### config.mk
export PLATFORM = sky130hd
export DESIGN_NAME = accel_gravity_normalizer
export DESIGN_NICKNAME = d
export VERILOG_FILES = /design/src/sv/agn_pkg.sv /design/src/sv/agn_front.sv /design/src/sv/agn_queue.sv /design/src/sv/agn_back.sv /design/src/sv/accel_gravity_normalizer.sv
export SDC_FILE = /design/constraint.sdc
export NUM_CORES = 2
export LEC_CHECK = 0
export ABC_AREA = 1
export BUFFER_PORTS_ARGS = -buffer_cell sky130_fd_sc_hd__buf_2
export CAP_MARGIN = 30
export CELL_PAD_IN_SITES_DETAIL_PLACEMENT = 1
export CELL_PAD_IN_SITES_GLOBAL_PLACEMENT = 1
export CORE_ASPECT_RATIO = 1.75
export CORE_MARGIN = 3
export CORE_UTILIZATION = 43
export CTS_CLUSTER_DIAMETER = 120
export DETAILED_ROUTE_END_ITERATION = 6
export GPL_TIMING_DRIVEN = 0
export PLACE_DENSITY = 0.77
export SLEW_MARGIN = 20
export SYNTH_ARGS = -nofsm -noshare
export SYNTH_HDL_FRONTEND = slang
export SYNTH_SLANG_ARGS = --single-unit
### constraint.sdc
create_clock -name clock -period 23.6 [get_ports clock]
set_input_delay 4.72 -clock clock [delete_from_list [all_inputs] [get_ports clock]]
set_output_delay 4.72 -clock clock [all_outputs]
set_load 0.02 [all_outputs]
### src/sv/agn_pkg.sv
// Package for the gravity normalizer: payload structs, constants, helper widths.
// No dependencies; used by every module of the block.
`default_nettype none
package agn_pkg;
   localparam int DEF_WINDOW      = 10;
   // sample width taken from each axis field, at most 16 bits
   localparam int SAMPLE_BITS     = 16;
   localparam logic [15:0] GRAVITY_REF_RESET = 16'd16384;

   typedef struct packed {
      logic signed [15:0] accel_x;
      logic signed [15:0] accel_y;
      logic signed [15:0] accel_z;
   } req_type;

   typedef struct packed {
      logic signed [15:0] scaled_x;
      logic signed [15:0] scaled_y;
      logic signed [15:0] scaled_z;
      logic               zero_average;
   } rsp_type;

   // Front-to-back queue entry: axis magnitudes with signs, plus window results.
   typedef struct packed {
      logic [2:0]  neg;
      logic [16:0] mag_x;
      logic [16:0] mag_y;
      logic [16:0] mag_z;
      logic [6:0]  fill;
      logic [22:0] sum;
   } job_type;
endpackage
`default_nettype wire

### src/sv/agn_front.sv
// Front part: takes samples, finds magnitude via iterative root, updates window.
// Depends on agn_pkg.
`default_nettype none
module agn_front import agn_pkg::*; #(
   parameter int WINDOW      = DEF_WINDOW
) (
   input  wire logic    clock,
   input  wire logic    reset,
   input  wire logic    req_valid,
   output logic         req_stall,
   input  wire req_type req_data,
   output logic         job_valid,
   input  wire logic    job_stall,
   output job_type      job_data
);
   localparam int SW = (WINDOW > 1) ? $clog2(WINDOW) : 1;
   localparam logic [4:0] ROOT_STEPS = 5'd17;

   localparam logic [1:0] ST_IDLE = 2'd0;
   localparam logic [1:0] ST_ROOT = 2'd1;
   localparam logic [1:0] ST_WIN  = 2'd2;
   localparam logic [1:0] ST_OUT  = 2'd3;

   logic [1:0]  state_ff, state_in;
   logic [2:0]  neg_ff, neg_in;
   logic [16:0] mag_ff [3];
   logic [16:0] mag_in [3];
   logic [35:0] rem_ff, rem_in;
   logic [35:0] root_ff, root_in;
   logic [35:0] bit_ff, bit_in;
   logic [4:0]  cnt_ff, cnt_in;
   logic [6:0]  fill_ff, fill_in;
   logic [22:0] sum_ff, sum_in;
   logic [SW-1:0] slot_ff, slot_in;
   logic [16:0] win_mem [WINDOW];
   logic [16:0] old_rd_ff;

   logic signed [SAMPLE_BITS-1:0] ax [3];
   logic [16:0] am [3];
   logic [35:0] sq;
   logic [35:0] trial;

   always_comb begin
      ax[0] = req_data.accel_x[SAMPLE_BITS-1:0];
      ax[1] = req_data.accel_y[SAMPLE_BITS-1:0];
      ax[2] = req_data.accel_z[SAMPLE_BITS-1:0];
      for (int i = 0; i < 3; i++) begin
         am[i] = ax[i][SAMPLE_BITS-1] ? 17'(-33'(ax[i])) : 17'(ax[i]);
      end
   end

   // sum of squares of the three axis magnitudes
   assign sq = 36'(am[0] * am[0]) + 36'(am[1] * am[1]) + 36'(am[2] * am[2]);
   assign trial = root_ff + bit_ff;
   assign req_stall = (state_ff != ST_IDLE);

   always_comb begin
      state_in = state_ff;
      neg_in   = neg_ff;
      mag_in   = mag_ff;
      rem_in   = rem_ff;
      root_in  = root_ff;
      bit_in   = bit_ff;
      cnt_in   = cnt_ff;
      fill_in  = fill_ff;
      sum_in   = sum_ff;
      slot_in  = slot_ff;
      unique case (state_ff)
         ST_IDLE: begin
            if (req_valid) begin
               for (int i = 0; i < 3; i++) begin
                  mag_in[i] = am[i];
                  neg_in[i] = ax[i][SAMPLE_BITS-1];
               end
               rem_in   = sq;
               root_in  = '0;
               bit_in   = 36'h4_0000_0000;
               cnt_in   = ROOT_STEPS;
               state_in = ST_ROOT;
            end
         end
         ST_ROOT: begin
            if (rem_ff >= trial) begin
               rem_in  = rem_ff - trial;
               root_in = (root_ff >> 1) + bit_ff;
            end else begin
               root_in = root_ff >> 1;
            end
            bit_in = bit_ff >> 2;
            cnt_in = cnt_ff - 5'd1;
            if (cnt_ff == 5'd0) state_in = ST_WIN;
         end
         ST_WIN: begin
            if (fill_ff >= 7'(WINDOW)) begin
               sum_in = sum_ff - 23'(old_rd_ff) + 23'(root_ff);
            end else begin
               fill_in = fill_ff + 7'd1;
               sum_in  = sum_ff + 23'(root_ff);
            end
            slot_in  = (32'(slot_ff) + 1 >= WINDOW) ? '0 : slot_ff + SW'(1);
            state_in = ST_OUT;
         end
         ST_OUT: begin
            if (!job_stall) state_in = ST_IDLE;
         end
         default: state_in = ST_IDLE;
      endcase
   end

   always_ff @(posedge clock) begin
      if (reset) begin
         state_ff <= ST_IDLE;
         fill_ff  <= '0;
         sum_ff   <= '0;
         slot_ff  <= '0;
      end else begin
         state_ff <= state_in;
         fill_ff  <= fill_in;
         sum_ff   <= sum_in;
         slot_ff  <= slot_in;
      end
      neg_ff  <= neg_in;
      mag_ff  <= mag_in;
      rem_ff  <= rem_in;
      root_ff <= root_in;
      bit_ff  <= bit_in;
      cnt_ff  <= cnt_in;
   end

   // window store: read oldest during the root, write new magnitude at update
   always_ff @(posedge clock) begin
      old_rd_ff <= win_mem[slot_ff];
      if (state_ff == ST_WIN) win_mem[slot_ff] <= root_ff[16:0];
   end

   assign job_valid         = (state_ff == ST_OUT);
   assign job_data.neg      = neg_ff;
   assign job_data.mag_x    = mag_ff[0];
   assign job_data.mag_y    = mag_ff[1];
   assign job_data.mag_z    = mag_ff[2];
   assign job_data.fill     = fill_ff;
   assign job_data.sum      = sum_ff;

   a_fill_max: assert property (@(posedge clock) disable iff (reset)
      fill_ff <= 7'(WINDOW)) else $error("fill count above window");
   a_fill_grow: assert property (@(posedge clock) disable iff (reset)
      (state_ff == ST_WIN && fill_ff < 7'(WINDOW)) |=> fill_ff == $past(fill_ff) + 7'd1)
      else $error("fill count did not advance");
   a_root_ends: assert property (@(posedge clock) disable iff (reset)
      (state_ff == ST_ROOT && cnt_ff == 5'd0) |=> state_ff == ST_WIN)
      else $error("root did not finish");
endmodule
`default_nettype wire

### src/sv/agn_queue.sv
// Two-entry queue between front and back parts.
// Depends on agn_pkg.
`default_nettype none
module agn_queue import agn_pkg::*; (
   input  wire logic    clock,
   input  wire logic    reset,
   input  wire logic    in_valid,
   output logic         in_stall,
   input  wire job_type in_data,
   output logic         out_valid,
   input  wire logic    out_stall,
   output job_type      out_data
);
   job_type    mem_ff [2];
   logic       wp_ff, rp_ff;
   logic [1:0] cnt_ff;
   logic       push, pop;

   assign in_stall  = (cnt_ff == 2'd2);
   assign out_valid = (cnt_ff != 2'd0);
   assign out_data  = mem_ff[rp_ff];
   assign push = in_valid && !in_stall;
   assign pop  = out_valid && !out_stall;

   always_ff @(posedge clock) begin
      if (reset) begin
         wp_ff  <= 1'b0;
         rp_ff  <= 1'b0;
         cnt_ff <= '0;
      end else begin
         if (push) wp_ff <= ~wp_ff;
         if (pop) rp_ff <= ~rp_ff;
         cnt_ff <= cnt_ff + 2'(push) - 2'(pop);
      end
      if (push) mem_ff[wp_ff] <= in_data;
   end

   a_no_over: assert property (@(posedge clock) disable iff (reset)
      cnt_ff <= 2'd2) else $error("queue overflow");
   a_cnt: assert property (@(posedge clock) disable iff (reset)
      (push && !pop) |=> cnt_ff == $past(cnt_ff) + 2'd1) else $error("queue count");
   a_ptr: assert property (@(posedge clock) disable iff (reset)
      (cnt_ff == 2'd0 || cnt_ff == 2'd2) |-> wp_ff == rp_ff) else $error("queue ptrs");
endmodule
`default_nettype wire

### src/sv/agn_back.sv
// Back part: scales each axis in turn with shared multiply and restoring divide logic.
// Depends on agn_pkg.
`default_nettype none
module agn_back import agn_pkg::*; (
   input  wire logic    clock,
   input  wire logic    reset,
   input  wire logic [15:0] gravity_ref,
   input  wire logic    job_valid,
   output logic         job_stall,
   input  wire job_type job_data,
   output logic         rsp_valid,
   input  wire logic    rsp_stall,
   output rsp_type      rsp_data
);
   localparam int NW = 42;   // 2*mag*ref*fill + sum
   localparam logic [2:0] ST_IDLE = 3'd0;
   localparam logic [2:0] ST_MUL1 = 3'd1;
   localparam logic [2:0] ST_MUL2 = 3'd2;
   localparam logic [2:0] ST_DIV  = 3'd3;
   localparam logic [2:0] ST_OUT  = 3'd4;

   logic [2:0]  state_ff, state_in;
   job_type     job_ff, job_in;
   logic [1:0]  axis_ff, axis_in;
   logic [32:0] prod_ff, prod_in;
   logic [NW-1:0] quo_ff, quo_in;
   logic [24:0] rem_ff, rem_in;
   logic [5:0]  cnt_ff, cnt_in;
   logic [15:0] res_ff [3];
   logic [15:0] res_in [3];
   logic        zero_ff, zero_in;

   logic [16:0] mag;
   logic        neg;
   logic [24:0] rshift, dvs, rdiff;
   logic [15:0] sat;

   always_comb begin
      unique case (axis_ff)
         2'd0:    begin mag = job_ff.mag_x; neg = job_ff.neg[0]; end
         2'd1:    begin mag = job_ff.mag_y; neg = job_ff.neg[1]; end
         default: begin mag = job_ff.mag_z; neg = job_ff.neg[2]; end
      endcase
   end

   assign dvs    = {1'b0, job_ff.sum, 1'b0};
   assign rshift = {rem_ff[23:0], quo_ff[NW-1]};
   assign rdiff  = rshift - dvs;

   always_comb begin
      if (neg) sat = (quo_ff > NW'(32768)) ? 16'h8000 : 16'(-quo_ff[15:0]);
      else     sat = (quo_ff > NW'(32767)) ? 16'h7fff : quo_ff[15:0];
   end

   assign job_stall = (state_ff != ST_IDLE);

   always_comb begin
      state_in = state_ff;
      job_in   = job_ff;
      axis_in  = axis_ff;
      prod_in  = prod_ff;
      quo_in   = quo_ff;
      rem_in   = rem_ff;
      cnt_in   = cnt_ff;
      res_in   = res_ff;
      zero_in  = zero_ff;
      unique case (state_ff)
         ST_IDLE: begin
            if (job_valid) begin
               job_in   = job_data;
               axis_in  = '0;
               zero_in  = (job_data.sum == '0);
               state_in = (job_data.sum == '0) ? ST_OUT : ST_MUL1;
               for (int i = 0; i < 3; i++) res_in[i] = '0;
            end
         end
         ST_MUL1: begin
            prod_in  = 33'(mag * gravity_ref);
            state_in = ST_MUL2;
         end
         ST_MUL2: begin
            // 2*num + sum, then divide by 2*sum
            quo_in   = {1'b0, prod_ff * 40'(job_ff.fill), 1'b0} + NW'(job_ff.sum);
            rem_in   = '0;
            cnt_in   = 6'(NW);
            state_in = ST_DIV;
         end
         ST_DIV: begin
            if (cnt_ff == 6'd0) begin
               res_in[axis_ff] = sat;
               if (axis_ff == 2'd2) state_in = ST_OUT;
               else begin
                  axis_in  = axis_ff + 2'd1;
                  state_in = ST_MUL1;
               end
            end else begin
               if (!rdiff[24]) begin
                  rem_in = rdiff;
                  quo_in = {quo_ff[NW-2:0], 1'b1};
               end else begin
                  rem_in = rshift;
                  quo_in = {quo_ff[NW-2:0], 1'b0};
               end
               cnt_in = cnt_ff - 6'd1;
            end
         end
         ST_OUT: begin
            if (!rsp_stall) state_in = ST_IDLE;
         end
         default: state_in = ST_IDLE;
      endcase
   end

   always_ff @(posedge clock) begin
      if (reset) begin
         state_ff <= ST_IDLE;
         axis_ff  <= '0;
      end else begin
         state_ff <= state_in;
         axis_ff  <= axis_in;
      end
      job_ff  <= job_in;
      prod_ff <= prod_in;
      quo_ff  <= quo_in;
      rem_ff  <= rem_in;
      cnt_ff  <= cnt_in;
      res_ff  <= res_in;
      zero_ff <= zero_in;
   end

   assign rsp_valid             = (state_ff == ST_OUT);
   assign rsp_data.scaled_x     = res_ff[0];
   assign rsp_data.scaled_y     = res_ff[1];
   assign rsp_data.scaled_z     = res_ff[2];
   assign rsp_data.zero_average = zero_ff;

   a_zero_out: assert property (@(posedge clock) disable iff (reset)
      (rsp_valid && zero_ff) |-> (res_ff[0] == '0 && res_ff[1] == '0 && res_ff[2] == '0))
      else $error("zero average with nonzero output");
   a_axis: assert property (@(posedge clock) disable iff (reset)
      axis_ff != 2'd3) else $error("bad axis");
   a_hold: assert property (@(posedge clock) disable iff (reset)
      (rsp_valid && rsp_stall) |=> rsp_valid) else $error("result dropped");
endmodule
`default_nettype wire

### src/sv/accel_gravity_normalizer.sv
// Top level of the accelerometer gravity normalizer.
// A sample first passes the front (18-step root, window update), then for each of the three axes
// the back runs multiply, multiply and divide, followed by the output state.
// The back part sets the throughput; the queue lets the front take a new sample while the back works.
// Synchronous reset clears window sum, fill count, slot, queue and gravity_ref=16384.
// Depends on agn_pkg, agn_front, agn_queue, agn_back.
`default_nettype none
module accel_gravity_normalizer import agn_pkg::*; #(
   parameter int WINDOW      = DEF_WINDOW
) (
   input  wire logic        clock,
   input  wire logic        reset,
   input  wire logic        req_valid,
   output logic             req_stall,
   input  wire req_type     req_data,
   output logic             rsp_valid,
   input  wire logic        rsp_stall,
   output rsp_type          rsp_data,
   input  wire logic        csr_valid,
   output logic             csr_ready,
   input  wire logic [15:0] csr_data
);
   logic [15:0] gref_ff;
   logic        fj_valid, fj_stall, bj_valid, bj_stall;
   job_type     fj_data, bj_data;

   assign csr_ready = 1'b1;
   always_ff @(posedge clock) begin
      if (reset) gref_ff <= GRAVITY_REF_RESET;
      else if (csr_valid) gref_ff <= csr_data;
   end

   agn_front #(.WINDOW(WINDOW)) u_front (
      .clock, .reset, .req_valid, .req_stall, .req_data,
      .job_valid(fj_valid), .job_stall(fj_stall), .job_data(fj_data));

   agn_queue u_queue (
      .clock, .reset, .in_valid(fj_valid), .in_stall(fj_stall), .in_data(fj_data),
      .out_valid(bj_valid), .out_stall(bj_stall), .out_data(bj_data));

   agn_back u_back (
      .clock, .reset, .gravity_ref(gref_ff),
      .job_valid(bj_valid), .job_stall(bj_stall), .job_data(bj_data),
      .rsp_valid, .rsp_stall, .rsp_data);
endmodule
`default_nettype wire
# Word-level counts from Yosys, hierarchy flattened
# Memory sizes are Yosys's and may differ from the RTL's. A register that Yosys moved wholly into a read port is not among the register bits.
# Index checks and enable logic that the tools add are counted.
word_totals:
  output_inout_bits: 52
  memories: 2
  mem_bits_rw: 338
  input_bits: 69
  reg_bits: 466
  word_cells: 172
mem_list:
  columns: ["memory", "depth", "width", "rd", "rd_ports_with_merged_regs", "write_ports", "line_no", "text"]
  rows:
  - ["u_front.win_mem", 10, 17, 1, 1, 1, "agn_front.sv:35", "logic [16:0] win_mem [WINDOW];"]
  - ["u_queue.mem_ff", 2, 84, 1, 1, 1, "agn_queue.sv:14", "job_type mem_ff [2];"]
op_classes:
  addsub: 22
  n_mux: 54
  reduce_logical: 27
  mul: 5
  bitwise: 4
  eq_ne: 19
  magnitude_cmp: 7
op_table:
  columns: ["operator", "count"]
  rows:
  - ["one-hot mux 36 bit (2 select lines)", 3]
  - ["2-to-1 mux 36 bit", 5]
  - ["multiplier 17 x 17 -> 34 bit", 3]
  - ["2-to-1 mux 48 bit", 2]
  - ["one-hot mux 48 bit (2 select lines)", 1]
  - ["one-hot mux 42 bit (2 select lines)", 1]
  - ["2-to-1 mux 16 bit", 4]
  - ["2-to-1 mux 17 bit", 3]
  - ["negator 16 -> 17 bit", 3]
  - ["bitwise mux 48 bit", 1]
  - ["2-to-1 mux 24 bit", 2]
  - ["one-hot mux 24 bit (2 select lines)", 1]
  - ["adder 23 bit", 2]
  - ["adder 41 x 23 -> 42 bit", 1]
  - ["> comparator 42 x 15 -> 1 bit (second input constant)", 1]
  - ["> comparator 42 x 16 -> 1 bit (second input constant)", 1]
  - ["2-to-1 mux 42 bit", 1]
  - ["multiplier 33 x 7 -> 40 bit", 1]
  - ["adder 35 x 36 -> 36 bit", 1]
  - ["adder 36 x 34 -> 36 bit", 1]
  - ["adder 36 bit", 1]
  - [">= comparator 36 bit", 1]
  - ["subtractor 36 bit", 1]
  - ["adder 34 x 34 -> 35 bit", 1]
  - ["52 further kinds", 96]

# Depth between registers and ports, before layout
logic_depth:
  word_depth: 8
  depth_mapped: 58
  ltp_nobuf: 57

# Cells and area by module
# Synthesis repeated with hierarchy kept, for this count alone.
unflattened:
  cells_unflattened: 10217
  hier_area_um2: 87269.9
by_module_without_submodules:
  columns: ["mod", "cells_per_inst", "seq_area_each_um2", "instances", "area_each_um2"]
  rows:
  - ["agn_front", 5955, 10640.2, 1, 49525.0]
  - ["agn_back", 3860, 7247.0, 1, 30509.3]
  - ["agn_queue", 300, 5144.9, 1, 6556.3]
  - ["accel_gravity_normalizer", 102, 320.3, 1, 679.4]

# Worst setup path after synthesis
# OpenSTA, ideal clock, no wires.
synth_timing:
  kind: "input-to-reg"
  startpoint: "in req_data[32] (netlist bit)"
  endpoint: "reg u_front.rem_ff[32] (data pin)"
  t_arrival_ns: 15.983
  cell_stages: 54
  setup_ns: 0.263
  setup_slack_ns: 7.354
  path_buffers: 3
  required_time_ns: 23.337
  cell_sequence: "inv_1 clkbuf_1 ha_1 inv_1 nor2_1 inv_1 nor3_1 nand3b_1 and2_1 clkbuf_1 inv_1 buf_2 nor2_1 inv_1 fa_1 fa_1 inv_1 fa_1 [18 not listed] fa_1 inv_1 fa_1 fa_1 fa_1 inv_1 ha_1 nand2_1 nor2_1 inv_1 nor3_1 nand3_1 nand3_1 nand2_1 o211ai_1 nand3_1 a21oi_1 o21ai_0"
synth_lines:
  columns: ["item", "line_no", "text"]
  rows:
  - ["start, declared", "accel_gravity_normalizer.sv:15", "input wire req_type req_data,"]
  - ["end signal, assigned", "agn_front.sv:124", "rem_ff <= rem_in;"]
  - ["end, declared", "agn_front.sv:28", "logic [35:0] rem_ff, rem_in;"]

==> impl_metrics.env <==
export IMPL_hold_path_depth=0
export IMPL_worst_path_max_fanout=10
export IMPL_grt_max_degree=49
export IMPL_syn_avg_cell_area_um2=8.728
export IMPL_final_antenna_net_count=0
export IMPL_cts_resized=0
export IMPL_worst_hold_path_type="reg -> reg"
export IMPL_fin_crit_sh_pct=79.12
export IMPL_critical_path_slowest_cell="clkbuf_1"
export IMPL_ios=121
export IMPL_antenna_found_initial=7
export IMPL_drt_pass1_iter_count=5
export IMPL_status="complete, no violations"
export IMPL_skew_ns=0.06178
export IMPL_drt_iter0_markers=3193
export IMPL_syn_area_um2=84420
export IMPL_finalHoldViolCount=0
export IMPL_worstSetupPathType="in -> reg"
export IMPL_final_cell_count_no_fill=12690
export IMPL_dp_cells=12550
export IMPL_dominantRegCellSynth="edfxtp_1"
export IMPL_gp_congestion=0.9832
export IMPL_layout_setup_ws_ns=4.929
export IMPL_worst_r2r_cell_count=25
export IMPL_core_area_um2=194700
export IMPL_crit_top_cell="inv_1"
export IMPL_port_buffers=118
export IMPL_vias_per_cell=5.371
export IMPL_slew_headroom_pct=27.35
export IMPL_synth_top_cells_by_count="inv_1 (2,029), nand2_1 (1,947), fa_1 (1,057)"
export IMPL_route_vias_total=68170
export IMPL_cp_slowest_stage_delay_ns=0.57
export IMPL_routed_wl_um=291800
export IMPL_nNetsFinal=11810
export IMPL_slew_viol_final=0
export IMPL_cts_setup_buffers=0
export IMPL_yosysTopAreaCell="edfxtp_1"
export IMPL_yosys_warnings=0
export IMPL_path_clk_slew_ns=0.08
export IMPL_synth_async_sr_flop_share_pct=0
export IMPL_crit_arrival_ns=19.11
export IMPL_htree_levels=3
export IMPL_fin_crit_ns=18.67
export IMPL_synthTopCellsByArea="edfxtp_1 (26%), fa_1 (25%), ha_1 (9.7%)"
export IMPL_required_ns=24.04
export IMPL_max_freq_mhz=53.56
export IMPL_seq_area_frac_synth_pct=27.66
export IMPL_synthDominantCellAreaShare_pct=25.79
export IMPL_tightestPinTransition_ns=1.090
export IMPL_cts_sinks=804
export IMPL_endpoint_kind="register"
export IMPL_finalSetupTns_ns=0
export IMPL_synth_edf_count=725
export IMPL_drv_cap=0
export IMPL_cp_start_kind="input pin"
export IMPL_grt_pass1_vias=78200
export IMPL_die_width_um=340.9
export IMPL_hold_buffers=0
export IMPL_ys_ff_latch=804
export IMPL_cts_tree="yes"
export IMPL_clock_root_buffer="clkbuf_16"
export IMPL_drc=0
export IMPL_synth_cells=9672
export IMPL_preCtsSetupSlack_ns=4.335
export IMPL_synth_distinct_cells=74
export IMPL_cts_buffer_depth=3
export IMPL_start_util_pct=43.37
export IMPL_yosysMostFrequentCell="inv_1"
export IMPL_die_area_um2=201900
export IMPL_overflow=0
export IMPL_wl_per_cell_um=22.99
export IMPL_cts_buffers_inserted=74
export IMPL_die_h_um=592.1
export IMPL_area_delta_synth_final_pct=9.186
export IMPL_grt_pass1_wl_um=444000
export IMPL_rsz0062_at_grt="no"
export IMPL_final_layout_size_suffix_gt1_share_pct=4.854
export IMPL_grt_usage_pct=29.03
export IMPL_setup_viol=0
export IMPL_hpwlAfterDp_um=248500
export IMPL_clk_latency_ns=0.70
export IMPL_row_count=214
layout by cell type (no fill, tap or decap), types with 26 or more instances in the layout:
cell	instances
nand2_1	1946
nor2_1	844
o21ai_0	476
o211ai_1	55
o21a_1	26
edfxtp_1	725
nor4_1	30
fa_1	1057
conb_1	125
o22ai_1	37
nor3_1	70
a31oi_1	35
clkbuf_1	167
nor2_2	29
buf_2	138
dfxtp_1	79
o21ai_1	42
nand4_1	59
clkinv_1	43
inv_1	2027
nand3_1	209
o21bai_1	35
xor2_1	136
ha_1	654
xnor2_1	91
clkbuf_16	75
nand2_2	48
or2_2	31
a21oi_1	470
registers in the layout, indices dropped and copies added, names as in the netlist, 36 cells and up, named ones only:
| name | count |
|---|---|
| u_back.job_ff | 61 |
| u_front.rem_ff | 36 |
| u_back.quo_ff | 42 |
| u_queue.mem_ff | 168 |
| u_front.root_ff | 36 |
| u_front.win_mem | 170 |
| u_back.rsp_data | 48 |
| u_front.job_data | 51 |
final cells by class:
class                           instances  area (um^2)
Antenna cell                            5        12.51
Buffer                                210        892.1
Clock buffer                           87         1952
Clock inverter                         50        641.9
Fill cell                           23080       102500
Inverter                             2072         7777
Multi-Input combinational cell       6709        53000
Sequential cell                       804        23350
Tap cell                             2592         3243
Timing Repair Buffer                  162         1303
stage by stage:
step	utilization [%]	hold slack (ns)	area (um^2)
finish	47.35	0.4453	92170
floorplan	-	0.4215	84880
global placement	45.57	0.4232	88710
detailed placement	45.99	0.4353	89520
CTS	47.32	0.4421	92120
global route	47.35	0.4552	92160
metal layers:
layer	track usage (%)	share of wire (%)	up-vias	wire (um)
met1	25.92	31	34440	90690
met5	0	0.0045	-	13
li1	-	-	30980	-
met2	57.23	55	1736	160600
met4	25.48	11	2	31540
met3	2.580	3.1	1009	9018
critical path, delay by kind of cell:
kind	cells	cell delay, ns
and+or+nand+nor	13	2.11
adders and majority gates	16	7.46
buffers and inverters	17	2.71
AOI/OAI and AO/OA	9	1.84
xor gates and xnor gates	1	0.27
final timing paths:
| check | to | slack, ns | startpoint |
|---|---|---|---|
| max | u_front.rem_ff[33] | 4.93 | req_data[32] |
| min | u_queue.mem_ff[0][57] | 0.45 | u_front.job_data[57] |
| max reg2reg | u_back.prod_ff[29] | 14.61 | u_back.axis_ff[1] |
| min reg2reg | u_queue.mem_ff[0][57] | 0.45 | u_front.job_data[57] |
logic make-up (layout without fill, tap and decap cells):
| family | count (synthesis) | count (layout) | synth area share (%) |
|---|---|---|---|
| AOI/OAI and AO/OA | 1305 | 1305 | 8.705 |
| xor gates and xnor gates | 230 | 230 | 2.386 |
| adders and majority gates | 1711 | 1711 | 34.76 |
| buffers and inverters | 2282 | 2581 | 10.27 |
| DFF | 804 | 804 | 27.66 |
| muxes | 8 | 8 | 0.09486 |
| other | 2 | 130 | 0.008896 |
| and+or+nand+nor | 3330 | 3330 | 16.11 |
Power is not shown: default switching activity piles up to over one toggle a cycle in this logic, so the estimate is an artifact.
